--- config.mk ---
export PLATFORM = sky130hd
export DESIGN_NAME = crc32c_trailer_checker_top
export DESIGN_NICKNAME = d
export VERILOG_FILES = /design/src/sv/crc32ctc_pkg.sv /design/src/sv/crc32c_trailer_checker_top.sv /design/src/sv/crc32ctc_core.sv
export SDC_FILE = /design/constraint.sdc
export NUM_CORES = 1
export LEC_CHECK = 0
export BUFFER_PORTS_ARGS = -buffer_cell sky130_fd_sc_hd__buf_2
export CAP_MARGIN = 20
export CELL_PAD_IN_SITES_DETAIL_PLACEMENT = 0
export CELL_PAD_IN_SITES_GLOBAL_PLACEMENT = 1
export CORE_UTILIZATION = 43
export CTS_CLUSTER_SIZE = 24
export DETAILED_ROUTE_END_ITERATION = 7
export PLACE_DENSITY = 0.72
export SYNTH_ARGS = -nofsm -noshare
export SYNTH_HDL_FRONTEND = slang
export SYNTH_SLANG_ARGS = --single-unit
--- constraint.sdc ---
create_clock -name clk -period 7.5 [get_ports clk]
set_input_delay 0.375 -clock clk [delete_from_list [all_inputs] [get_ports clk]]
set_output_delay 0.375 -clock clk [all_outputs]
set_load 0.05 [all_outputs]
--- src/sv/crc32ctc_pkg.sv ---
// Shared constants, types and the CRC-32C byte step for the trailer checker.
`default_nettype none

package crc32ctc_pkg;

  localparam int MARKER_FIELD_BYTES = 8;
  localparam int TRAILER_BYTES = 2 * MARKER_FIELD_BYTES + 4;
  localparam int MARKER_CMP_BYTES = (MARKER_FIELD_BYTES - 1 < 7) ? MARKER_FIELD_BYTES - 1 : 7;
  localparam int STORED_BASE = MARKER_FIELD_BYTES;
  localparam int MARKER2_BASE = MARKER_FIELD_BYTES + 4;
  localparam int CNT_W = $clog2(TRAILER_BYTES + 1);

  localparam logic [CNT_W-1:0] TRAILER_COUNT = CNT_W'(TRAILER_BYTES);

  localparam logic [31:0] CRC_POLY = 32'h82F6_3B78;
  localparam logic [31:0] CRC_XOR_RESET = 32'hFFFF_FFFF;
  localparam logic [55:0] MARKER_RESET = 56'h6C_6D6D_2A68_7963;

  localparam int CFG_DATA_W = 56;
  localparam int CFG_INDEX_W = 2;
  localparam int OUT_DATA_W = 72;

  typedef enum logic [CFG_INDEX_W-1:0] {
    CFG_CHECK_MODE  = 2'd0,
    CFG_CRC_XOR     = 2'd1,
    CFG_MARKER_WORD = 2'd2,
    CFG_UNUSED      = 2'd3
  } cfg_index_t;

  typedef enum logic [1:0] {
    ST_PASS       = 2'd0,
    ST_TOO_SHORT  = 2'd1,
    ST_MARKER_BAD = 2'd2,
    ST_CRC_BAD    = 2'd3
  } status_t;

  typedef struct packed {
    logic [31:0] stored_crc;
    logic [31:0] computed_crc;
    status_t     status;
  } result_t;

  function automatic logic [31:0] crc_fold_byte(input logic [31:0] crc, input logic [7:0] b);
    logic [31:0] c;
    c = crc ^ {24'd0, b};
    for (int k = 0; k < 8; k++) begin
      c = c[0] ? ((c >> 1) ^ CRC_POLY) : (c >> 1);
    end
    return c;
  endfunction

endpackage

`default_nettype wire

--- src/sv/crc32c_trailer_checker_top.sv ---
// Top level: input register, checker core and registered result output.
// A byte is taken into the input register and processed from there by the core;
// m_tvalid for a last byte is then set by the output register, later while held.
// Throughput: one byte per cycle, set by the single byte step of the CRC core.
// A stalled result holds only last bytes; other bytes keep flowing.
// Reset (rst, synchronous): control and config registers return to defaults, the buffer restarts.
`default_nettype none

module crc32c_trailer_checker_top
  import crc32ctc_pkg::*;
(
  input  wire logic                   clk,
  input  wire logic                   rst,
  input  wire logic                   s_tvalid,
  output logic                        s_tready,
  input  wire logic [7:0]             s_tdata,   // data_byte
  input  wire logic                   s_tlast,   // last_byte
  output logic                        m_tvalid,
  input  wire logic                   m_tready,
  output logic [OUT_DATA_W-1:0]       m_tdata,   // status[1:0], computed_crc, stored_crc, zero pad
  input  wire logic                   cfg_we,
  input  wire logic [CFG_INDEX_W-1:0] cfg_index,
  input  wire logic [CFG_DATA_W-1:0]  cfg_data
);

  logic       in_valid;
  logic [7:0] in_byte;
  logic       in_last;
  logic       go;
  logic       out_free;
  result_t    result;
  result_t    out_result;

  assign out_free = !m_tvalid || m_tready;
  assign go = in_valid && (!in_last || out_free);
  assign s_tready = !in_valid || go;

  crc32ctc_core u_core (
    .clk       (clk),
    .rst       (rst),
    .cfg_we    (cfg_we),
    .cfg_index (cfg_index),
    .cfg_data  (cfg_data),
    .go        (go),
    .byte_in   (in_byte),
    .last_in   (in_last),
    .result    (result)
  );

  always_ff @(posedge clk) begin
    if (rst) begin
      in_valid <= 1'b0;
    end else if (s_tready) begin
      in_valid <= s_tvalid;
    end
  end

  always_ff @(posedge clk) begin
    if (s_tready && s_tvalid) begin
      in_byte <= s_tdata;
      in_last <= s_tlast;
    end
  end

  always_ff @(posedge clk) begin
    if (rst) begin
      m_tvalid <= 1'b0;
    end else if (go && in_last) begin
      m_tvalid <= 1'b1;
    end else if (m_tready) begin
      m_tvalid <= 1'b0;
    end
  end

  always_ff @(posedge clk) begin
    if (go && in_last) begin
      out_result <= result;
    end
  end

  assign m_tdata = {{(OUT_DATA_W - 66){1'b0}}, out_result.stored_crc,
                    out_result.computed_crc, out_result.status};

endmodule

`default_nettype wire

--- src/sv/crc32ctc_core.sv ---
// Configuration registers, running CRC, trailer delay line and result logic.
`default_nettype none

module crc32ctc_core
  import crc32ctc_pkg::*;
(
  input  wire logic                   clk,
  input  wire logic                   rst,
  input  wire logic                   cfg_we,
  input  wire logic [CFG_INDEX_W-1:0] cfg_index,
  input  wire logic [CFG_DATA_W-1:0]  cfg_data,
  input  wire logic                   go,
  input  wire logic [7:0]             byte_in,
  input  wire logic                   last_in,
  output result_t                     result
);

  logic              check_mode;
  logic [31:0]       crc_xor;
  logic [55:0]       marker_word;
  logic [31:0]       crc_running;
  logic [31:0]       crc_next;
  logic [CNT_W-1:0]  bytes_seen;
  logic [CNT_W-1:0]  bytes_seen_next;
  logic [7:0]        window      [TRAILER_BYTES];
  logic [7:0]        window_next [TRAILER_BYTES];
  logic              full;
  logic              full_next;
  logic              marker_ok;
  logic [31:0]       stored;
  logic [31:0]       computed;

  always_comb begin
    for (int i = 0; i < TRAILER_BYTES - 1; i++) begin
      window_next[i] = window[i+1];
    end
    window_next[TRAILER_BYTES-1] = byte_in;
  end

  assign full = (bytes_seen == TRAILER_COUNT);

  always_comb begin
    if (check_mode) begin
      crc_next = full ? crc_fold_byte(crc_running, window[0]) : crc_running;
      bytes_seen_next = full ? bytes_seen : bytes_seen + CNT_W'(1);
    end else begin
      crc_next = crc_fold_byte(crc_running, byte_in);
      bytes_seen_next = bytes_seen;
    end
  end

  assign full_next = (bytes_seen_next == TRAILER_COUNT);
  assign computed = crc_next ^ crc_xor;
  assign stored = {window_next[STORED_BASE+3], window_next[STORED_BASE+2],
                   window_next[STORED_BASE+1], window_next[STORED_BASE]};

  always_comb begin
    marker_ok = 1'b1;
    for (int i = 0; i < MARKER_CMP_BYTES; i++) begin
      if (window_next[i] != marker_word[8*i +: 8]) marker_ok = 1'b0;
      if (window_next[MARKER2_BASE+i] != marker_word[8*i +: 8]) marker_ok = 1'b0;
    end
  end

  always_comb begin
    result.status = ST_PASS;
    result.computed_crc = computed;
    result.stored_crc = 32'd0;
    if (check_mode) begin
      if (!full_next) begin
        result.status = ST_TOO_SHORT;
        result.computed_crc = 32'd0;
      end else begin
        result.stored_crc = stored;
        if (!marker_ok) begin
          result.status = ST_MARKER_BAD;
        end else if (stored != computed) begin
          result.status = ST_CRC_BAD;
        end
      end
    end
  end

  always_ff @(posedge clk) begin
    if (go) begin
      window <= window_next;
    end
  end

  always_ff @(posedge clk) begin
    if (rst) begin
      check_mode <= 1'b1;
      crc_xor <= CRC_XOR_RESET;
      marker_word <= MARKER_RESET;
      crc_running <= CRC_XOR_RESET;
      bytes_seen <= '0;
    end else if (cfg_we) begin
      case (cfg_index_t'(cfg_index))
        CFG_CHECK_MODE:  check_mode <= cfg_data[0];
        CFG_CRC_XOR:     crc_xor <= cfg_data[31:0];
        CFG_MARKER_WORD: marker_word <= cfg_data[55:0];
        default: ;
      endcase
      crc_running <= (cfg_index_t'(cfg_index) == CFG_CRC_XOR) ? cfg_data[31:0] : crc_xor;
      bytes_seen <= '0;
    end else if (go) begin
      if (last_in) begin
        crc_running <= crc_xor;
        bytes_seen <= '0;
      end else begin
        crc_running <= crc_next;
        bytes_seen <= bytes_seen_next;
      end
    end
  end

endmodule

`default_nettype wire

**Word-level counts from Yosys, hierarchy flattened**

Cells that the tools add are included.

- Add/subtract/negate cells: 1
- Equality and inequality tests: 19
- Multiplexer cells: 46
- Bitwise logic cells: 19
- Reductions and logical operators: 16

Operator list:

| kind | count |
|---|---|
| 32-bit two-way mux | 23 |
| 16-bit NOT with 17-bit output | 16 |
| 8-bit inequality test | 14 |
| 32-bit by 8-bit bitwise XOR with 32-bit output | 2 |
| 34-bit two-way mux | 1 |
| 32-bit inequality test | 1 |
| 32-bit bitwise XOR | 1 |
| 1-bit two-way mux | 16 |
| 5-bit two-way mux | 3 |
| 5-bit equality test (second input constant) | 2 |
| 2-bit two-way mux | 3 |
| 2-bit AND reduction | 3 |
| 5-bit by 1-bit adder with 5-bit output (second input constant) | 1 |
| 2-bit nonzero test | 2 |
| 1-bit logical AND | 3 |
| 1-bit zero test | 3 |
| 1-bit logical OR | 3 |
| 2-bit by 1-bit equality test with 1-bit output (second input constant) | 1 |
| 2-bit equality test (second input constant) | 1 |
| 2-bit zero test | 1 |
| 2-bit OR reduction | 1 |

- Bits in registers: 363
- Input bits: 72
- Output and inout port bits: 74
- Logic and storage cells: 134

**Logic depth before layout (Yosys ltp)**

- Depth after elaboration: 25
- Mapped depth: 16
- Mapped depth without buffers: 13

**Modules after synthesis**

Synthesis repeated with hierarchy kept, for this count alone.

- Cells, all modules: 1672
- Area total of the unflattened synthesis: 18509.0 um^2

By module, submodules not included:

| module | times used | cells each | area an instance (um^2) |
|---|---|---|---|
| crc32ctc_core | 1 | 1578 | 16104.2 |
| crc32c_trailer_checker_top | 1 | 94 | 2404.8 |

**Worst setup path after synthesis**

OpenSTA, ideal clock, no wires.

- Path type: register to register
- Start point: reg m_tvalid
- End point: reg u_core.crc_running[13]
- Setup time: 0.058 ns
- Data arrival time: 5.419 ns
- Required time: 7.442 ns
- Path slack: 2.023 ns
- Stages on the path, launching flop included: 9
- Buffers on the path: 1
- Cells stage by stage: dfxtp_1 > nor2b_1 > nand2_1 > nand2_1 > inv_1 > nor2_1 > clkbuf_1 > a311oi_1 > a211o_1

- Longest elaborated chain between the ends: 5

Ends and longest elaborated chain:

| what | RTL line | source |
|---|---|---|
| start: declaration | crc32c_trailer_checker_top.sv:18 | `output logic m_tvalid,` |
| start signal: assignment | crc32c_trailer_checker_top.sv:67 | `m_tvalid <= 1'b0;` |
| start signal: assignment | crc32c_trailer_checker_top.sv:69 | `m_tvalid <= 1'b1;` |
| start signal: assignment | crc32c_trailer_checker_top.sv:71 | `m_tvalid <= 1'b0;` |
| 1-bit zero test | crc32c_trailer_checker_top.sv:34 | `assign out_free = !m_tvalid \|\| m_tready;` |
| 1-bit logical OR | crc32c_trailer_checker_top.sv:34 |  |
| 1-bit logical OR | crc32c_trailer_checker_top.sv:35 | `assign go = in_valid && (!in_last \|\| out_free);` |
| 1-bit logical AND | crc32c_trailer_checker_top.sv:35 |  |
| named net go | crc32c_trailer_checker_top.sv:29 | `logic go;` |
| 2-bit nonzero test (no line) | - |  |
| end signal: assignment | crc32ctc_core.sv:104 | `crc_running <= (cfg_index_t'(cfg_index) == CFG_CRC_XOR) ? cfg_data[31:0] : crc_xor;` |
| end signal: assignment | crc32ctc_core.sv:108 | `crc_running <= crc_xor;` |
| end signal: assignment | crc32ctc_core.sv:111 | `crc_running <= crc_next;` |
| end: declaration | crc32ctc_core.sv:21 | `logic [31:0] crc_running;` |

The timed path passes the listed nets, and every way through them passes these cells.
A chain may end at the register's enable or synchronous reset.

**Final worst setup path**

- Start point: reg u_core.crc_running[0]
- End point: reg out_result (netlist bit m_tdata[1]) (data pin)

- Longest elaborated chain between the ends: 20
- Elaborated cells between the ends (all ways): 38
- Classes of those cells: eq/ne (1); mux (20); bitwise (17)

Ends and longest elaborated chain:

| what | RTL line | source |
|---|---|---|
| 32-bit by 8-bit bitwise XOR with 32-bit output | crc32ctc_pkg.sv:45 | `c = crc ^ {24'd0, b};` |
| 32-bit two-way mux | crc32ctc_pkg.sv:47 | `c = c[0] ? ((c >> 1) ^ CRC_POLY) : (c >> 1);` |
| 16-bit NOT with 17-bit output (no line) / 32-bit two-way mux (equally long branches) | - |  |
| 32-bit two-way mux / 16-bit NOT with 17-bit output (equally long branches) (2 in a row) | - |  |
| 16-bit NOT with 17-bit output (no line) / 32-bit two-way mux (equally long branches) | - |  |
| 32-bit two-way mux / 16-bit NOT with 17-bit output (equally long branches) | - |  |
| 16-bit NOT with 17-bit output (no line) / 32-bit two-way mux (equally long branches) | - |  |
| 32-bit two-way mux / 16-bit NOT with 17-bit output (equally long branches) | - |  |
| [... 3 more ...] | - |  |
| 32-bit two-way mux / 16-bit NOT with 17-bit output (equally long branches) | - |  |
| 32-bit two-way mux | crc32ctc_pkg.sv:47 |  |
| 32-bit two-way mux | crc32ctc_core.sv:44 | `crc_next = full ? crc_fold_byte(crc_running, window[0]) : crc_running;` |
| 32-bit two-way mux (*) | crc32ctc_core.sv:43 | `if (check_mode) begin` |
| 32-bit bitwise XOR (*) | crc32ctc_core.sv:53 | `assign computed = crc_next ^ crc_xor;` |
| 32-bit inequality test (*) | crc32ctc_core.sv:77 | `end else if (stored != computed) begin` |
| 2-bit two-way mux (*) | crc32ctc_core.sv:77 |  |
| 2-bit two-way mux (*) | crc32ctc_core.sv:75 | `if (!marker_ok) begin` |
| end signal: assignment | crc32c_trailer_checker_top.sv:77 | `out_result <= result;` |
| end: declaration | crc32c_trailer_checker_top.sv:32 | `result_t out_result;` |

Every way passes the cells marked *; elsewhere a longest branch is shown, timed or not.

==> key figures <==
Route
  – Drt first-iter violations: 1126
  – Drt drc: 0
  – DR WL/cell: 27.4 µm
  – DR vias/cell: 5.67
  – Drt pass-1 iters: 5
  – Via count: 13300
  – WL final: 64300 µm
  – Antenna-violating nets left: 0

Timing
  – Fin crit period: 4.61 ns
  – Final setup violating endpoints: 0
  – Slew headroom: 0.234
  – Final Skew: 0.0387 ns
  – Final critical-path share of the clock period: 0.615
  – Slew @ Worst Pin: 1.14 ns
  – RSZ-0062 raised after global routing: no
  – Fin. max-slew vios: 0
  – Fmax: 217 MHz
  – Setup TNS: 0 ns
  – Hold Fails Final Rpt: 0

Critical path
  – Max FO, Critical Path: 9
  – Arrival @ worst endpoint: 4.92 ns
  – CP max stage delay: 0.66 ns
  – Startpoint types: flop
  – Buffers and inverters on the worst path: 0
  – Cell family with most CP delay: simple AND/OR/NAND/NOR gates
  – WS Path Type: reg2reg
  – CP endpoint kind: flop
  – Crit path required time: 7.81 ns
  – CP max stage cell: dfxtp_1
  – Crit-path cells: xor2_1 -> xnor2_1 -> xnor2_1 -> xnor2_2 -> nor3_1 -> or3_1 -> or4_1 -> or4_1 -> nor4_2 -> nand2_1 -> o21a_1
  – R2r setup slk: 2.89 ns

Yosys
  – Yosys reg bits: 363
  – Largest family of logic cells by synthesized area: XOR/XNOR gates
  – Synth Area in Adders: 0.00136
  – Synth area leader: edfxtp_1
  – Portion of netlist area occupied by mux cells: 0.0144
  – Synth async-reset ratio: 0
  – Synth Area in Compound Gates: 0.0972
  – Syn Area/Cell: 11.1 µm²
  – Mapped cell area: 18500 µm²
  – Post-synthesis xor/xnor area fraction: 0.190
  – Synth top area cells: edfxtp_1 38%, dfxtp_1 14%, xnor2_1 9.4%, nand2_1 4.9%, xor2_1 4.0%
  – Yosys warns: 0
  – Number of synthesized flops with an enable pin: 235
  – Synth Flop Type: edfxtp_1
  – Synth top area share: 0.382
  – Post-Syn Instances: 1666
  – Simple logic cell fraction of the synthesized area: 0.149
  – Post-synthesis sequential area ratio: 0.521
  – Cell variety after synth: 70

Power
  – Lkg Pwr: 8.19 nW
  – Cell area power density: 264 nW/µm²
  – Switching Share: 0.305
  – P_int: 3.85 mW
  – Power after layout: 5.54 mW
  – Clock share of power: 0.346
  – Sw Pwr: 1.69 mW
  – Sequential share of power: 0.422
  – Logic gate share of total power: 0.232
  – Max rail drop VDD: 0.166 mV

Cells and area
  – Most common cell after layout, fill and taps aside: nand2_1
  – Fillers: 3845
  – ANT cells: 0
  – Share of layout cells above drive strength 1: 0.142
  – Highest-count cells in the layout ignoring fill and taps: 239 x nand2_1, 235 x edfxtp_1, 199 x xnor2_1
  – Nets: 1849
  – Cell area after layout: 21000 µm²
  – Area Growth Syn to Fin: 13.7%

Die
  – Core Box Area: 42100 µm²
  – Row count: 75
  – Initial core utilization: 0.438
  – Die Footprint: 43800 µm²
  – Die width: 209 µm
  – Boundary pin count: 146
  – Die height: 209 µm

Placement
  – Placer's final routability congestion estimate: 0.956
  – DPL Wire Length: 47600 µm
  – I/O Buffers: 139
  – Cell Area, Placed: 19600 µm²

Clocking
  – CTS root buf: clkbuf_16
  – CTS tree: yes
  – Number of setup buffers added after CTS: 0
  – Sink Count: 363
  – Clock buffer depth: 3
  – Total CTS buffers: 39
  – Reg clk slew, reported paths: 0.07 ns
  – H-tree depth: 2
  – Skew-Pair Late Insertion Delay: 0.58 ns

GRT
  – Initial antenna violation count: 4
  – Gr usage total: 0.295
  – Grt ovf: 0
  – First-pass GRT wire length: 91200 µm
  – Largest net degree at the start of global routing: 93
  – Vias in the first global route: 12600

Outcome
  – Outcome: finished, final reports clean

Job
  – Max-cap violation count: 0

Worst hold path
  – Hold Path Class: in2reg
-- per-layer routing --
layer	routed length, µm	up-vias	GRT usage
li1	-	6155	-
met1	28500	6509	0.412
met2	27900	529	0.440
met3	4880	105	0.0636
met4	3010	0	0.132
met5	0	-	0
-- registers in the layout, summed over array words and instances (netlist names) --
signal and cells:
u_core.window 128, m_tdata 66, u_core.marker_word 56, u_core.crc_running 32, u_core.crc_xor 32, u_core.stored 32, in_byte 8, u_core.bytes_seen 5
in_last 1, in_valid 1, m_tvalid 1, u_core.check_mode 1
-- cells in the mapped netlist, drive strengths merged, types with 3 or more instances --
cell type	n
o221ai	3
clkbuf	89
a2bb2oi	3
nor3	22
o21bai	3
a211o	49
nand3	24
mux2	3
or4	3
o21ai	50
and3	79
or3	6
inv	9
xnor3	26
nand2b	13
and4b	3
xor3	8
a21oi	55
o211ai	10
nand3b	34
dfxtp	128
nand2	240
a22oi	8
a311oi	18
a2111oi	3
xnor2	210
a31oi	4
mux2i	22
nor2	73
nor2b	4
a21o	3
xor2	86
nor4	16
edfxtp	235
a211oi	20
and2	16
o32ai	3
buf	24
o22ai	10
nand4	24
-- power groups by stage --
stage	combinational (mW)	sequential, mW	clock, mW
2_1_floorplan	0.914	2.33	0
3_3_place_gp	1.27	2.37	0
3_5_place_dp	1.26	2.38	0
4_1_cts	1.28	2.33	1.95
5_1_grt	1.37	2.34	2.02
6_report	1.29	2.34	1.92
-- metrics by stage --
stage,std cells,util,hold slack (ns),worst slack (ns)
after global placement,2263,0.466,0.401,2.95
after floorplan,1671,-,0.400,2.02
after global routing,2344,0.498,0.0202,2.68
after detailed placement,2263,0.466,0.407,2.94
after CTS,2343,0.498,0.00465,2.89
final,2344,0.498,0.0235,2.89
-- area by class of cell --
class / instances / area (µm²) / share of cell area
Multi-Input combinational cell: 1185 / 8390 / 0.400
Tap cell: 539 / 674 / 0.0321
Timing Repair Buffer: 176 / 1010 / 0.0482
Sequential cell: 363 / 9620 / 0.458
Inverter: 10 / 42.5 / 0.00203
Clock buffer: 46 / 1020 / 0.0487
Clock inverter: 25 / 221 / 0.0106
-- worst min-delay path: stages --
cell,delay [ns]
buf_2,0.07
nand2_1,0.04
nand3b_1,0.06
-- path summary, 6_finish.rpt --
| path | cells after the start | endpoint | startpoint |
|---|---|---|---|
| max | 11 | m_tdata[1]$_SDFFCE_PN0P_ | u_core.crc_running[0]$_SDFFE_PP1P_ |
| min | 3 | u_core.marker_word[38]$_SDFFE_PP1P_ | cfg_data[38] |
| max reg2reg | 11 | m_tdata[1]$_SDFFCE_PN0P_ | u_core.crc_running[0]$_SDFFE_PP1P_ |
| min reg2reg | 0 | u_core.window[103]$_DFFE_PP_ | u_core.window[95]$_DFFE_PP_ |
-- timing repair --
action,in CTS,in global routing
resized for setup,0,0
endpoints found under the hold margin,9,0
hold buffers,9,0
-- cell families (layout without fill, tap and decap cells) --
group | Yosys count | count (layout)
xor+xnor | 330 | 330
flops | 363 | 363
fa+ha+maj | 2 | 2
other cells | 1 | 6
buf+inv | 123 | 257
mux | 25 | 25
compound gates | 259 | 259
simple gates | 563 | 563
No activity file was read; power rests on OpenSTA's default activity.
